$ cat src/hw/rtl/osrw_pkg.sv
`default_nettype none
// ----------------------------------------------------------------------------
// osrw_pkg
// shared types and constants of the octahedral spiral room walker
// ----------------------------------------------------------------------------
package osrw_pkg;

  localparam int COORD_BITS_DEF = 64;
  localparam int CFG_IDX_BITS   = 2;

  localparam logic [CFG_IDX_BITS-1:0] CFG_START_X = 2'd0;
  localparam logic [CFG_IDX_BITS-1:0] CFG_START_Y = 2'd1;
  localparam logic [CFG_IDX_BITS-1:0] CFG_START_Z = 2'd2;

  typedef struct packed {
    logic vld;
    logic restart;
  } osrw_req_t;

endpackage
// ----------------------------------------------------------------------------
`default_nettype wire

$ cat src/hw/rtl/osrw_front.sv
`default_nettype none
// ----------------------------------------------------------------------------
// osrw_front
// request intake: two-word queue of restart flags ahead of the walker
// ----------------------------------------------------------------------------
module osrw_front
  import osrw_pkg::*;
(
  input  wire logic      clk,
  input  wire logic      rst_n,
  input  wire logic      in_valid,
  output logic           in_ready,
  input  wire logic      in_restart,
  output osrw_req_t      req,
  input  wire logic      req_pop
);

  logic [1:0] cnt_r, cnt_nxt;
  logic       wp_r, rp_r;
  logic [1:0] q_r;
  logic       push, pop;

  assign in_ready = (cnt_r != 2'd2);
  assign push     = in_valid && in_ready;
  assign pop      = req_pop && (cnt_r != 2'd0);
  assign req.vld  = (cnt_r != 2'd0);
  assign req.restart = q_r[rp_r];

  always_comb begin
    cnt_nxt = cnt_r;
    if (push && !pop) begin
      cnt_nxt = cnt_r + 2'd1;
    end else if (pop && !push) begin
      cnt_nxt = cnt_r - 2'd1;
    end
  end

  always_ff @(posedge clk) begin
    if (!rst_n) begin
      cnt_r <= 2'd0;
      wp_r  <= 1'b0;
      rp_r  <= 1'b0;
    end else begin
      cnt_r <= cnt_nxt;
      if (push) wp_r <= ~wp_r;
      if (pop)  rp_r <= ~rp_r;
    end
  end

  always_ff @(posedge clk) begin
    if (push) q_r[wp_r] <= in_restart;
  end

`ifndef NO_ASSERTIONS
  a_cnt_max: assert property (@(posedge clk) disable iff (!rst_n)
    cnt_r != 2'd3) else $error("queue count overflow");
  a_ptr_gap: assert property (@(posedge clk) disable iff (!rst_n)
    (cnt_r == 2'd1) |-> (wp_r != rp_r)) else $error("queue pointers out of step");
  a_pop_empty: assert property (@(posedge clk) disable iff (!rst_n)
    (cnt_r == 2'd0) |=> (cnt_r != 2'd2)) else $error("queue jumped from empty to full");
`endif

endmodule
// ----------------------------------------------------------------------------
`default_nettype wire

$ cat src/hw/rtl/osrw_back.sv
`default_nettype none
// ----------------------------------------------------------------------------
// osrw_back
// walker: shell and level counters, candidate evaluation, output register
// ----------------------------------------------------------------------------
module osrw_back
  import osrw_pkg::*;
#(
  parameter int COORD_BITS = COORD_BITS_DEF
) (
  input  wire logic                  clk,
  input  wire logic                  rst_n,
  input  wire logic [COORD_BITS-1:0] start_x,
  input  wire logic [COORD_BITS-1:0] start_y,
  input  wire logic [COORD_BITS-1:0] start_z,
  input  wire osrw_req_t             req,
  output logic                       req_pop,
  output logic                       out_valid,
  input  wire logic                  out_ready,
  output logic [63:0]                out_x,
  output logic [63:0]                out_y,
  output logic [63:0]                out_z
);

  localparam int CB = COORD_BITS;

  localparam logic [1:0] S_IDLE  = 2'd0;
  localparam logic [1:0] S_EVAL  = 2'd1;
  localparam logic [1:0] S_CHECK = 2'd2;

  logic [1:0]    state_r, state_nxt;

  logic [63:0]   wpos_r;
  logic [31:0]   shell_r, level_r, len_r, ind_r;
  logic [1:0]    side_r;

  logic [CB-1:0] cx_r, cy_r, cz_r;
  logic [CB-1:0] hx_r, y_r, z_r;
  logic          ovld_r;
  logic [CB-1:0] ox_r, oy_r, oz_r;

  // advance inputs / outputs
  logic          adv, adv_rst;
  logic [63:0]   b_wpos, n_wpos;
  logic [31:0]   b_shell, b_level, b_len, b_ind;
  logic [1:0]    b_side;
  logic [31:0]   n_shell, n_level, n_len, n_ind;
  logic [1:0]    n_side;
  logic          lvl_done;
  logic [32:0]   lvl_inc, lvl_top;

  // candidate
  logic [CB-1:0] cx_c, cy_c;
  logic          active;
  logic [31:0]   lmi;
  logic [CB-1:0] hx_c, y_c, z_c, x_c;
  logic          reach;

  // center, registered from the start registers
  always_comb begin
    cx_c = {start_x[CB-1], start_x[CB-1:1]} + CB'(start_x[0]);
    cy_c = (start_z[0] && !start_y[0]) ? start_y - CB'(1) : start_y;
  end

  always_ff @(posedge clk) begin
    cx_r <= cx_c;
    cy_r <= cy_c;
    cz_r <= start_z;
  end

  // one walk step
  always_comb begin
    b_wpos  = adv_rst ? '1    : wpos_r;
    b_shell = adv_rst ? 32'd1 : shell_r;
    b_level = adv_rst ? 32'd1 : level_r;
    b_len   = adv_rst ? 32'd0 : len_r;
    b_ind   = adv_rst ? 32'd0 : ind_r;
    b_side  = adv_rst ? 2'd0  : side_r;

    n_wpos  = b_wpos + 64'd1;
    n_shell = b_shell;
    n_level = b_level;
    n_len   = b_len;
    n_ind   = b_ind;
    n_side  = b_side;
    lvl_done = 1'b0;
    lvl_inc = {1'b0, b_level} + 33'd1;
    lvl_top = {b_shell, 1'b1};

    if (!n_wpos[63] && (n_wpos[63:1] != 63'd0)) begin
      if (b_len == 32'd0) begin
        lvl_done = 1'b1;
      end else if (b_ind + 32'd1 == b_len) begin
        n_ind  = 32'd0;
        n_side = b_side + 2'd1;
        if (b_side == 2'd3) lvl_done = 1'b1;
      end else begin
        n_ind = b_ind + 32'd1;
      end
      if (lvl_done) begin
        n_ind  = 32'd0;
        n_side = 2'd0;
        if (lvl_inc > lvl_top) begin
          n_level = 32'd1;
          n_shell = b_shell + 32'd1;
          n_len   = 32'd0;
        end else begin
          n_level = lvl_inc[31:0];
          if (lvl_inc == lvl_top) begin
            n_len = 32'd0;
          end else if (lvl_inc <= {1'b0, b_shell} + 33'd1) begin
            n_len = b_len + 32'd1;
          end else begin
            n_len = b_len - 32'd1;
          end
        end
      end
    end
  end

  // candidate in half-x space
  always_comb begin
    active = (wpos_r != 64'd0) && !wpos_r[63];
    lmi    = len_r - ind_r;
    hx_c   = cx_r;
    y_c    = cy_r;
    z_c    = cz_r;
    if (active) begin
      z_c = cz_r + CB'(level_r) - CB'(shell_r) - CB'(1);
      if (len_r != 32'd0) begin
        case (side_r)
          2'd0: begin hx_c = cx_r - CB'(lmi);   y_c = cy_r + CB'(ind_r); end
          2'd1: begin hx_c = cx_r + CB'(ind_r); y_c = cy_r + CB'(lmi);   end
          2'd2: begin hx_c = cx_r + CB'(lmi);   y_c = cy_r - CB'(ind_r); end
          default: begin hx_c = cx_r - CB'(ind_r); y_c = cy_r - CB'(lmi); end
        endcase
      end
    end
  end

  always_comb begin
    x_c   = {hx_r[CB-2:0], 1'b0} - CB'(!y_r[0]);
    reach = (y_r[0] == z_r[0]);
  end

  always_comb begin
    state_nxt = state_r;
    adv       = 1'b0;
    adv_rst   = 1'b0;
    req_pop   = 1'b0;
    unique case (state_r)
      S_IDLE: begin
        if (req.vld) begin
          req_pop   = 1'b1;
          adv       = 1'b1;
          adv_rst   = req.restart;
          state_nxt = S_EVAL;
        end
      end
      S_EVAL: state_nxt = S_CHECK;
      S_CHECK: begin
        if (!reach) begin
          adv       = 1'b1;
          state_nxt = S_EVAL;
        end else if (!ovld_r || out_ready) begin
          state_nxt = S_IDLE;
        end
      end
      default: state_nxt = S_IDLE;
    endcase
  end

  logic load;
  assign load = (state_r == S_CHECK) && reach && (!ovld_r || out_ready);

  always_ff @(posedge clk) begin
    if (!rst_n) begin
      state_r <= S_IDLE;
      wpos_r  <= '1;
      shell_r <= 32'd1;
      level_r <= 32'd1;
      len_r   <= 32'd0;
      ind_r   <= 32'd0;
      side_r  <= 2'd0;
      ovld_r  <= 1'b0;
    end else begin
      state_r <= state_nxt;
      if (adv) begin
        wpos_r  <= n_wpos;
        shell_r <= n_shell;
        level_r <= n_level;
        len_r   <= n_len;
        ind_r   <= n_ind;
        side_r  <= n_side;
      end
      if (load) begin
        ovld_r <= 1'b1;
      end else if (out_ready) begin
        ovld_r <= 1'b0;
      end
    end
  end

  always_ff @(posedge clk) begin
    if (state_r == S_EVAL) begin
      hx_r <= hx_c;
      y_r  <= y_c;
      z_r  <= z_c;
    end
    if (load) begin
      ox_r <= x_c;
      oy_r <= y_r;
      oz_r <= z_r;
    end
  end

  assign out_valid = ovld_r;
  assign out_x = 64'($signed(ox_r));
  assign out_y = 64'($signed(oy_r));
  assign out_z = 64'($signed(oz_r));

`ifndef NO_ASSERTIONS
  a_restart: assert property (@(posedge clk) disable iff (!rst_n)
    (state_r == S_IDLE && req.vld && req.restart) |=> (wpos_r == 64'd0))
    else $error("restart did not return walk to center");
  a_reach: assert property (@(posedge clk) disable iff (!rst_n)
    load |=> (oy_r[0] == oz_r[0])) else $error("unreachable room delivered");
  a_level: assert property (@(posedge clk) disable iff (!rst_n)
    (level_r != 32'd0) && ({1'b0, level_r} <= {shell_r, 1'b1}))
    else $error("level out of shell");
  a_len: assert property (@(posedge clk) disable iff (!rst_n)
    ((level_r == 32'd1) || ({1'b0, level_r} == {shell_r, 1'b1})) == (len_r == 32'd0))
    else $error("side length out of step with level");
`endif

endmodule
// ----------------------------------------------------------------------------
`default_nettype wire

$ cat src/hw/rtl/octahedral_spiral_room_walker_core.sv
`default_nettype none
// ----------------------------------------------------------------------------
// octahedral_spiral_room_walker_core
// walks a 3d lattice outward from a start room in octahedral shells
// ----------------------------------------------------------------------------
// usage:
//   cfg channel writes start_x (index 0), start_y (1), start_z (2); write only
//   while no request is pending. index 3 is ignored.
//   each in word (restart flag in bit 0) asks for the next reachable room;
//   restart set returns the walk to the center first.
//   each out word carries room_x, room_y, room_z, 64 bits each.
// flow:
//   a request waits in the intake queue until the walker is idle; the walker
//   then pops it and steps its counters (S_IDLE), registers the candidate
//   coordinates (S_EVAL) and checks reachability (S_CHECK); each skipped room
//   repeats the counter step, S_EVAL and S_CHECK. at most two rooms are
//   skipped per request. the walker finishes one request before the next.
// reset:
//   clears the start registers to zero and puts the walk before its first
//   room; the queue and output register come up empty.
// stalls:
//   the result waits in the output register; the walker holds its finished
//   room and the queue takes up to two more words meanwhile.
// ----------------------------------------------------------------------------
module octahedral_spiral_room_walker_core
  import osrw_pkg::*;
#(
  parameter int COORD_BITS = COORD_BITS_DEF
) (
  input  wire logic                    clk,
  input  wire logic                    rst_n,
  input  wire logic                    in_tvalid,
  output logic                         in_tready,
  input  wire logic [7:0]              in_tdata,   // restart
  output logic                         out_tvalid,
  input  wire logic                    out_tready,
  output logic [191:0]                 out_tdata,  // room_x, room_y, room_z
  input  wire logic                    cfg_valid,
  output logic                         cfg_ready,
  input  wire logic [CFG_IDX_BITS-1:0] cfg_index,
  input  wire logic [63:0]             cfg_data
);

  logic [COORD_BITS-1:0] start_x_r, start_y_r, start_z_r;
  osrw_req_t             req;
  logic                  req_pop;
  logic [63:0]           room_x, room_y, room_z;

  assign cfg_ready = 1'b1;

  always_ff @(posedge clk) begin
    if (!rst_n) begin
      start_x_r <= '0;
      start_y_r <= '0;
      start_z_r <= '0;
    end else if (cfg_valid) begin
      unique case (cfg_index)
        CFG_START_X: start_x_r <= cfg_data[COORD_BITS-1:0];
        CFG_START_Y: start_y_r <= cfg_data[COORD_BITS-1:0];
        CFG_START_Z: start_z_r <= cfg_data[COORD_BITS-1:0];
        default: ;
      endcase
    end
  end

  osrw_front u_front (
    .clk        (clk),
    .rst_n      (rst_n),
    .in_valid   (in_tvalid),
    .in_ready   (in_tready),
    .in_restart (in_tdata[0]),
    .req        (req),
    .req_pop    (req_pop)
  );

  osrw_back #(
    .COORD_BITS (COORD_BITS)
  ) u_back (
    .clk       (clk),
    .rst_n     (rst_n),
    .start_x   (start_x_r),
    .start_y   (start_y_r),
    .start_z   (start_z_r),
    .req       (req),
    .req_pop   (req_pop),
    .out_valid (out_tvalid),
    .out_ready (out_tready),
    .out_x     (room_x),
    .out_y     (room_y),
    .out_z     (room_z)
  );

  assign out_tdata = {room_z, room_y, room_x};

endmodule
// ----------------------------------------------------------------------------
`default_nettype wire

$ cat config.mk
export PLATFORM = sky130hd
export DESIGN_NAME = octahedral_spiral_room_walker_core
export DESIGN_NICKNAME = d
export VERILOG_FILES = /design/src/hw/rtl/osrw_pkg.sv /design/src/hw/rtl/osrw_front.sv /design/src/hw/rtl/osrw_back.sv /design/src/hw/rtl/octahedral_spiral_room_walker_core.sv
export SDC_FILE = /design/constraint.sdc
export NUM_CORES = 2
export LEC_CHECK = 0
export BUFFER_PORTS_ARGS = -buffer_cell sky130_fd_sc_hd__buf_4
export CAP_MARGIN = 15
export CORE_ASPECT_RATIO = 1.2
export CORE_MARGIN = 5
export CORE_UTILIZATION = 45
export CTS_CLUSTER_SIZE = 24
export DETAILED_ROUTE_END_ITERATION = 12
export GPL_TIMING_DRIVEN = 0
export HOLD_SLACK_MARGIN = 0.08
export MAX_ROUTING_LAYER = met4
export SYNTH_ARGS = -nofsm -noshare
export SYNTH_HDL_FRONTEND = slang
export SYNTH_SLANG_ARGS = --single-unit
$ cat constraint.sdc
create_clock -name clk -period 12 [get_ports clk]
set_clock_uncertainty 0.1 [all_clocks]
set_input_delay 1.2 -clock clk [delete_from_list [all_inputs] [get_ports clk]]
set_output_delay 1.2 -clock clk [all_outputs]
set_load 0.01 [all_outputs]
==> results.md <==
Logic synthesis:
- Counting distinct cell types in the post-synthesis netlist gives 95.
- In the synthesized netlist the dominant register cell turns out to be sky130_fd_sc_hd__dfxtp_1.
- The number of cells produced by synthesis is 6966.
- For this run, the number of Yosys warnings is 0.
- By area the synthesized netlist is led by sky130_fd_sc_hd__dfxtp_1 (20%), sky130_fd_sc_hd__edfxtp_1 (19%), sky130_fd_sc_hd__ha_1 (6.9%).
- The area of the mapped netlist is between 50000 and 60000 sq um.
- The share of synthesized area occupied by flip-flops and latches is 39.1%.
- Counting every net in the synthesized netlist gives approximately 7400.
- The mean instance size in the synthesized netlist is 8.54 sq um.
- The biggest area consumer among synthesized cells is sky130_fd_sc_hd__dfxtp_1.
- The portion of synthesized cell area occupied by the leading cell type is 19.7%.
- Counting flops with an async set or reset pin after synthesis yields a share of 0%.
- The register bit count reported by yosys is 969.
- The number of flops mapped to enable cells by yosys is 385.

Cells and area:
- The finished layout holds 9220 standard cells, fillers aside.
- The top cell types in the final layout, fill and taps aside, are sky130_fd_sc_hd__nand2_1 (1073), sky130_fd_sc_hd__a21oi_1 (604), sky130_fd_sc_hd__dfxtp_1 (584), sky130_fd_sc_hd__o21ai_0 (476), sky130_fd_sc_hd__nor2_1 (406).
- The share of layout cells above drive strength 1 is 7.78%.
- Compared with the post-synthesis result, the final layout area differs by 13.8%.
- The count of nets after finishing is 7797.
- The most common cell after layout, fill and taps aside is sky130_fd_sc_hd__nand2_1.
- The layout has 12500 filler cells.

Placed design:
- The count of buffers inserted at the top-level ports is 265.
- Routability-driven placement finished with a final weighted congestion of 1.02.
- The number of placed instances with taps included is approximately 9000.
- The worst slack at placement is -4.81 ns.
- The HPWL after detailed placement is 183000 um.

Outcome:
- The run finished with clean final reports.

Detailed routing:
- The average vias per placed instance is 5.85.
- The final wirelength is 228000 um.
- The first-pass iteration count of the detailed router is 6.
- The starting DRC count in detailed routing is 4352.
- Once detail routing completed, the nets flagged for antenna violations numbered 0.
- The total DRC errors in the routed layout is 0.
- Across all layers, the routed design uses 53900 vias.
- After detailed routing, the average wire length per cell comes to 24.7 um.

Global routing:
- The initial antenna violation count is 8.
- The first-pass GRT wire length is between 300000 and 400000 um.
- Global routing finished with a remaining overflow of 0.
- Global routing used 32.3% of the available tracks across all layers.
- Entering global routing, the biggest net connects 38 pins.
- The via count of the first global-routing pass is 51900.

Hold path:
- The path class of the lowest-slack min-delay path is reg2reg.
- Along the worst hold path, the cell count comes to 0.

Timing:
- Based on the critical path, the design can be clocked at up to roughly 87 MHz.
- Of the available clock period, the critical path in the final layout requires 95.8%.
- The final count of pins violating max slew came to 0.
- The headroom to the max-slew limit is 11.2%.
- Setup repair after global routing left no endpoint under its margin.
- The final-report hold violation count is 0.
- Once routing completed, OpenROAD measured the worst setup slack at 0.499 ns.
- At the pin with the least slew margin, the transition time is around 1.3 ns.
- The time the final worst path needs with I/O delays and setup is 11.50 ns.
- Setup violations remaining at the end of the flow were counted as 0.

Clock network:
- TritonCTS built the clock tree.
- The CTS buffer count is 102.
- The clock reaches the later pin of the worst-skew pair after between 0.7 and 0.8 ns.
- The number of sinks driven by the clock tree is a little under 1000.
- The number of buffers between clock root and the deepest sink is 3.
- The clock tree root buffer cell is sky130_fd_sc_hd__clkbuf_16.
- The H-tree depth reported by CTS is 3.
- After clock tree synthesis, the clock-pin slew on the worst setup and hold paths is 0.07 ns.

Setup path:
- The startpoint type of the worst setup path is a flip-flop.
- The cell type of the slowest stage on the worst timing path is sky130_fd_sc_hd__a41oi_1.
- In this run the worst path has a maximum fanout of 28.
- By startpoint and endpoint, the worst setup path is classified as reg2reg.
- The most numerous cell type found on the critical path is sky130_fd_sc_hd__nand4_1.
- For the worst setup path, the data arrival time is about 12 ns.
- The biggest cell delay along the critical path is 0.46 ns.
- The worst setup path is captured at a flip-flop.
- The worst register-to-register path has a depth of 41.
- The required time of the critical path is between 10 and 15 ns.

Die:
- The area enclosed by the die boundary is 140000 sq um.
- The I/O pin count is 274.
- Measured along the y axis, the die boundary spans 408 um.
- The initial standard-cell utilization of the core is between 40 and 50%.
- The die width is 342 um.
- The area of the core region is 132000 sq um.
- The total number of placement rows is ~150.

Flow run:
- The max-cap violation count is 0.
## path summary, 6_finish.rpt
path                                  startpoint                            end  slack (ns)
setup reg to reg  u_back.state_r[1]$_SDFFE_PN0P_  u_back.len_r[31]$_SDFFE_PN0P_        0.50
setup / recovery  u_back.state_r[1]$_SDFFE_PN0P_  u_back.len_r[31]$_SDFFE_PN0P_        0.50
hold / removal        start_z_r[58]$_SDFFE_PN0P_        u_back.cz_r[58]$_DFF_P_        0.24
hold reg to reg       start_z_r[58]$_SDFFE_PN0P_        u_back.cz_r[58]$_DFF_P_        0.24
## through the flow
stage               cell area (sq um)  setup TNS, ns  hold WS, ns  utilization [%]
floorplan                       59500              0        0.231                -
global placement                63700       -1452.51        0.237             48.4
detailed placement              64200        -220.26        0.236             48.7
CTS                             67700              0        0.232             51.4
global route                    67700              0        0.251             51.4
finish                          67700              0        0.245             51.4
## cell usage after synthesis, types with 13 or more instances
master and instances:
sky130_fd_sc_hd__o21a_1 45, sky130_fd_sc_hd__or4_1 28, sky130_fd_sc_hd__nor3_1 137, sky130_fd_sc_hd__o21ai_0 477, sky130_fd_sc_hd__nand4_1 119, sky130_fd_sc_hd__a21oi_1 605
sky130_fd_sc_hd__buf_2 18, sky130_fd_sc_hd__inv_1 286, sky130_fd_sc_hd__nor2_1 408, sky130_fd_sc_hd__fa_1 37, sky130_fd_sc_hd__clkbuf_1 296, sky130_fd_sc_hd__and2_1 61
sky130_fd_sc_hd__a221oi_1 15, sky130_fd_sc_hd__or3_1 49, sky130_fd_sc_hd__o22ai_1 20, sky130_fd_sc_hd__nand3b_1 19, sky130_fd_sc_hd__nor2b_1 54, sky130_fd_sc_hd__nand3_1 217
sky130_fd_sc_hd__o21bai_1 32, sky130_fd_sc_hd__xor2_1 235, sky130_fd_sc_hd__dfxtp_1 584, sky130_fd_sc_hd__nand2b_1 67, sky130_fd_sc_hd__nor4_1 78, sky130_fd_sc_hd__ha_1 327
sky130_fd_sc_hd__a31oi_1 61, sky130_fd_sc_hd__nand2_1 1073, sky130_fd_sc_hd__o41ai_1 13, sky130_fd_sc_hd__a41o_1 16, sky130_fd_sc_hd__buf_1 41, sky130_fd_sc_hd__a21o_1 218
sky130_fd_sc_hd__mux2i_1 41, sky130_fd_sc_hd__and3_1 74, sky130_fd_sc_hd__xnor2_1 393, sky130_fd_sc_hd__o211ai_1 35, sky130_fd_sc_hd__edfxtp_1 385, sky130_fd_sc_hd__o31ai_1 58
sky130_fd_sc_hd__and4_1 36, sky130_fd_sc_hd__a211oi_1 32, sky130_fd_sc_hd__a211o_1 29, sky130_fd_sc_hd__or2_2 19, sky130_fd_sc_hd__mux2_2 14, sky130_fd_sc_hd__o311ai_0 20
## critical path, delay by kind of cell (launching register included)
kind            cells  cell delay (ns)
flops               1             0.39
xor+xnor            1             0.14
simple gates       17             4.24
fa+ha+maj           3             0.87
buf+inv             9             2.74
compound gates     11             2.82
## timing repair
action	4_1_cts	5_1_grt
gates resized for setup	29	17
pin swaps	1	0
endpoints found under the setup margin	102	10
buffers inserted	1	0
hold endpoints to repair	0	0
hold buffers	0	0
## area by class of cell
class                           count  area, sq um  share of cell area, %
Antenna cell                        3         7.51                 0.0111
Buffer                            351         1390                   2.05
Clock buffer                      127         2780                   4.10
Clock inverter                     64          663                  0.979
Inverter                          291         1090                   1.61
Multi-Input combinational cell   5347        33900                   50.1
Sequential cell                   969        23300                   34.3
Tap cell                         1776         2220                   3.28
Timing Repair Buffer              292         2400                   3.55
## cell families after synthesis
group | count (synthesis) | share of synthesized area, %
muxes | 55 | 0.955
adders and majority gates | 364 | 8.12
and+or+nand+nor | 2484 | 19.7
AOI/OAI and AO/OA | 1815 | 18.8
buffers and inverters | 650 | 4.16
xor gates and xnor gates | 628 | 9.25
other | 1 | 0.00630
DFF | 969 | 39.1
## layer usage
metal / vias to the layer above / part of all wire [%] / wire [um] / track usage (%)
met3: 543 / 5.3 / 12200 / 3.31
met1: 25900 / 40 / 92000 / 38.6
met4: 0 / 5.6 / 12700 / 15.3
met5: - / 0 / 0 / -
li1: 25600 / - / - / -
met2: 1896 / 49 / 111000 / 54.9
Power is not shown: default switching activity piles up to over one toggle a cycle in this logic, so the estimate is an artifact.
